--- src/hw/rtl/assert_macros.svh ---
// ----------------------------------------------------------------------------
// assert_macros
// concurrent assertion shorthands for the rtl
// ----------------------------------------------------------------------------
`ifndef ASSERT_MACROS_SVH
`define ASSERT_MACROS_SVH

// condition implies consequence in the same cycle
`define ASSERT_IMPLY(label, clk, rst, cond, cons, msg) \
  label: assert property (@(posedge clk) disable iff (rst) (cond) |-> (cons)) \
    else $error(msg);

// condition implies consequence in the next cycle
`define ASSERT_NEXT(label, clk, rst, cond, cons, msg) \
  label: assert property (@(posedge clk) disable iff (rst) (cond) |=> (cons)) \
    else $error(msg);

`endif

--- src/hw/rtl/lif_pkg.sv ---
// ----------------------------------------------------------------------------
// lif_pkg
// shared constants and controller/datapath interface types
// ----------------------------------------------------------------------------
package lif_pkg;

  localparam int NEURONS = 256;
  localparam int DT_BITS = 20;
  localparam int NIDX_W  = (NEURONS > 1) ? $clog2(NEURONS) : 1;
  localparam int CNT_W   = (DT_BITS > 1) ? $clog2(DT_BITS) : 1;

  localparam int CFG_IDX_W  = 3;
  localparam int CFG_DATA_W = 20;

  typedef enum logic [CFG_IDX_W-1:0] {
    CFG_DECAY     = 3'd0,
    CFG_INV_CAP   = 3'd1,
    CFG_THRESHOLD = 3'd2,
    CFG_RESET_POT = 3'd3,
    CFG_REFRACT   = 3'd4
  } cfg_idx_t;

  typedef struct packed {
    logic load;
    logic check;
    logic step;
    logic mul;
    logic add;
    logic write;
  } lif_cmd_t;

  typedef struct packed {
    logic in_range;
    logic more;
    logic late;
    logic spike;
    logic out_free;
  } lif_status_t;

endpackage

--- src/hw/rtl/lif_ctrl.sv ---
// ----------------------------------------------------------------------------
// lif_ctrl
// sequencer for one event: check, decay power loop, update, write back
// ----------------------------------------------------------------------------
module lif_ctrl
  import lif_pkg::*;
(
  input  logic        clk,
  input  logic        rst,
  input  logic        in_valid,
  output logic        in_ready,
  input  lif_status_t st,
  output lif_cmd_t    cmd
);

  typedef enum logic [2:0] {
    S_IDLE,
    S_CHECK,
    S_POW,
    S_MUL,
    S_ADD,
    S_WRITE
  } state_t;

  state_t           state;
  logic [CNT_W-1:0] cnt;
  logic             wr_go;

  assign in_ready = (state == S_IDLE);
  assign wr_go    = !st.spike || st.out_free;

  always_comb begin
    cmd       = '0;
    cmd.load  = (state == S_IDLE) && in_valid;
    cmd.check = (state == S_CHECK);
    cmd.step  = (state == S_POW);
    cmd.mul   = (state == S_MUL);
    cmd.add   = (state == S_ADD);
    cmd.write = (state == S_WRITE) && wr_go;
  end

  always_ff @(posedge clk) begin
    if (rst) begin
      state <= S_IDLE;
      cnt   <= '0;
    end else begin
      unique case (state)
        S_IDLE: begin
          if (in_valid) state <= S_CHECK;
        end
        S_CHECK: begin
          cnt <= '0;
          if (!st.in_range || st.more || st.late) state <= S_IDLE;
          else state <= S_POW;
        end
        S_POW: begin
          if (cnt == CNT_W'(DT_BITS - 1)) state <= S_MUL;
          else cnt <= cnt + 1'b1;
        end
        S_MUL: state <= S_ADD;
        S_ADD: state <= S_WRITE;
        S_WRITE: begin
          if (wr_go) state <= S_IDLE;
        end
        default: state <= S_IDLE;
      endcase
    end
  end

endmodule

--- config.mk ---
export PLATFORM = sky130hd
export DESIGN_NAME = lif_ctrl
export DESIGN_NICKNAME = d
export VERILOG_FILES = /design/src/hw/rtl/assert_macros.svh /design/src/hw/rtl/lif_pkg.sv /design/src/hw/rtl/lif_ctrl.sv
export SDC_FILE = /design/constraint.sdc
export NUM_CORES = 1
export LEC_CHECK = 0
export BUFFER_PORTS_ARGS = -buffer_cell sky130_fd_sc_hd__clkbuf_2
export CORE_AREA = 2 2 39 41
export DETAILED_ROUTE_END_ITERATION = 10
export DIE_AREA = 0 0 41 43
export MAX_ROUTING_LAYER = met4
export PLACE_DENSITY = 0.6
export SYNTH_ARGS = -nofsm -noshare
export SYNTH_HDL_FRONTEND = slang
export SYNTH_SLANG_ARGS = --single-unit
--- constraint.sdc ---
create_clock -name clk -period 2.2 [get_ports clk]
set_input_delay 0.11 -clock clk [delete_from_list [all_inputs] [get_ports clk]]
set_output_delay 0.11 -clock clk [all_outputs]
set_load 0.02 [all_outputs]
==> impl_metrics.ini <==
[critical_path]
end_kind = register
crit_fanout = 10
path_class = reg -> reg
path_cells = or3b_4 > or4b_1 > o41ai_1
cp.required_ns = 2.36
slowest_stage = or4b_1
start_kind = register
cpPeakStageDelay_ns = 0.51
crit_arrival_ns = 1.78

[pwr]
leakage_nw = 0.2483
clkPwrFrac_pct = 39.3
seqPwrFrac_pct = 50.0
p_comb_share_pct = 10.7
swShare_pct = 25.77
p_per_area_nw_per_um2 = 528.9
switching_power_w = 0.00007776
p_int_w = 0.0002240
ir_drop_v = 0.0002376

[logic_synthesis]
synthCells = 55
yosys_most_used_dff = dfxtp_1
synth_edf_count = 0
syn_area_per_cell_um2 = 8.895
ys_async_sr_fraction_pct = 0
seq_area_frac_synth_pct = 32.74
synth_fp_nets = 64
synth_top_area_cell = dfxtp_1
netlist_area_um2 = 489.2
ys_ff_latch = 8
synth_top_cell_area_share_pct = 32.74
yosys_warnings = 0
ys_top_cells_by_area = dfxtp_1 33%, buf_6 4.6%, nor2_1 4.6%, inv_1 3.8%, or3b_2 3.6%
ys_types = 32

[global_route]
grt-ovfl-total = 0
grt_use_total_pct = 13.39
grt_pass1_vias = 364
antenna_found_initial = 0
grt_pass1_wl_um = 1518
grt_max_degree = 13

[timing]
finalSetupTns_ns = 0
period_share_pct = 73.70
fin_crit_ns = 1.621
rsz0062_at_grt = no
finalMaxSlewViolations = 0
hold_viol_final = 0
fmax_mhz = 616.8
finClkSkew_ns = 0.01174
slew_headroom_pct = 59.77
setup_viol = 0
tightest_slew_ns = 0.5953

[final_layout]
final_nets = 79
syn2layout_area_growth_pct = 16.62
finish.utilization_pct = 41.23
diodes = 0
layout-drive-gt1-share_pct = 35.29

[floorplanning]
die_h_um = 43
die_area_um2 = 1763
die_w_um = 41
rows = 14
ios = 15
core_um2 = 1384
initial_core_util_pct = 35.35

[clock_network]
clk_pin_slew_ns = 0.06
cts_buffers = 3
cts_tree = yes
clock_sinks = 8
postCtsHoldBufs = 0
cts_resized = 0
clk_latency_ns = 0.26
cts_setup_buffers = 0
cts_root_buf = clkbuf_4
htreeDepth = 1
cts_buffer_depth = 2

[place]
place_hpwl_um = 688.1
place_congestion = 0.7097
io_buffers = 14

[routing]
routed_wl_um = 947
firstDrtPassIters = 3
drtAntennaViolNets = 0
num_vias = 446
post_drt_wl_per_cell_um = 11.27
drt-initial-drc-count = 5
drc = 0
via_per_inst = 5.310

[hold_path]
hp-class = in -> reg

[run]
cap_violations = 0

[status]
status = finished, final reports clean
cell type report:
type                       count  area [um2]
inverter                       5       18.77
clock buffer                   3       22.52
timing repair buffer          14       70.07
sequential                     8       160.2
tap                           16       20.02
fill                         137       813.3
multi-input combinational     38       279.0
layer usage:
metal / GRT usage [%] / wire length (um) / vias to the layer above / part of all wire (%)
li1: - / - / 230 / -
met2: 17.81 / 436 / 12 / 46
met1: 16.13 / 448 / 204 / 47
met3: 9.424 / 61 / 0 / 6.4
met5: - / 0 / - / 0
met4: 3.333 / 0 / 0 / 0
cell usage after synthesis (2+ instances only):
cell type,count
a21oi_1,3
buf_6,2
dfxtp_1,8
inv_1,5
nand2b_1,2
nand3_1,2
nor2_1,6
nor3_1,2
or3b_2,2
worst paths after layout:
path,slack [ns],start,endpoint,cells past startpoint
max,0.58,state[1]$_SDFFE_PP0P_,cnt[1]$_SDFFE_PP0P_,3
min,0.08,st[4],state[1]$_SDFFE_PP0P_,3
max reg2reg,0.58,state[1]$_SDFFE_PP0P_,cnt[1]$_SDFFE_PP0P_,3
min reg2reg,0.49,cnt[1]$_SDFFE_PP0P_,cnt[1]$_SDFFE_PP0P_,2
state kept, by name, summed over array words and instances, names as in the netlist:
signal,cells
state,3
cnt,5
kinds of logic (layout without fill, tap and decap cells):
| logic type | Yosys count | count (layout) | synth area share [%] |
|---|---|---|---|
| AND/OR/NAND/NOR | 25 | 25 | 36.32 |
| AO/OA/AOI/OAI | 11 | 11 | 15.86 |
| flip-flops | 8 | 8 | 32.74 |
| buffers and inverters | 9 | 22 | 10.23 |
| adder cells (fa/ha/maj) | 1 | 1 | 2.557 |
| multiplexers | 1 | 1 | 2.302 |
worst max-delay path, delay by kind of cell, from the launching register on:
family             cells  cell delay [ns]
AOI/OAI and AO/OA      1             0.07
and+or+nand+nor        2             0.96
DFF                    1             0.49
stage by stage:
step	instance area, um2	instances	total power [W]	setup WS (ns)	hold WS (ns)
2_1_floorplan	489.2	55	0.0001746	0.7388	0.2619
3_3_place_gp	548.0	81	0.0001864	0.5789	0.3695
3_5_place_dp	548.0	81	0.0001862	0.6154	0.3587
4_1_cts	570.5	84	0.0003097	0.5775	0.07033
5_1_grt	570.5	84	0.0003188	0.4856	0.08880
6_report	570.5	84	0.0003017	0.5787	0.08032
power by group through the flow:
stage	sequential, W	clock, W	combinational [W]
after floorplan	0.000151	0	0.0000239
after global placement	0.000154	0	0.0000324
after global routing	0.000151	0.000133	0.0000348
after CTS	0.000151	0.000127	0.0000324
final	0.000151	0.000119	0.0000322
after detailed placement	0.000154	0	0.0000323
cells in the final DEF, fill, tap and decap left out, types with 2 or more instances in the layout:
cell / n
dfxtp_1: 8
or3b_2: 2
clkbuf_2: 14
a21oi_1: 3
clkbuf_4: 3
nand3_1: 2
nand2b_1: 2
nor2_1: 6
inv_1: 5
nor3_1: 2
(Power assumes the default switching activity.)
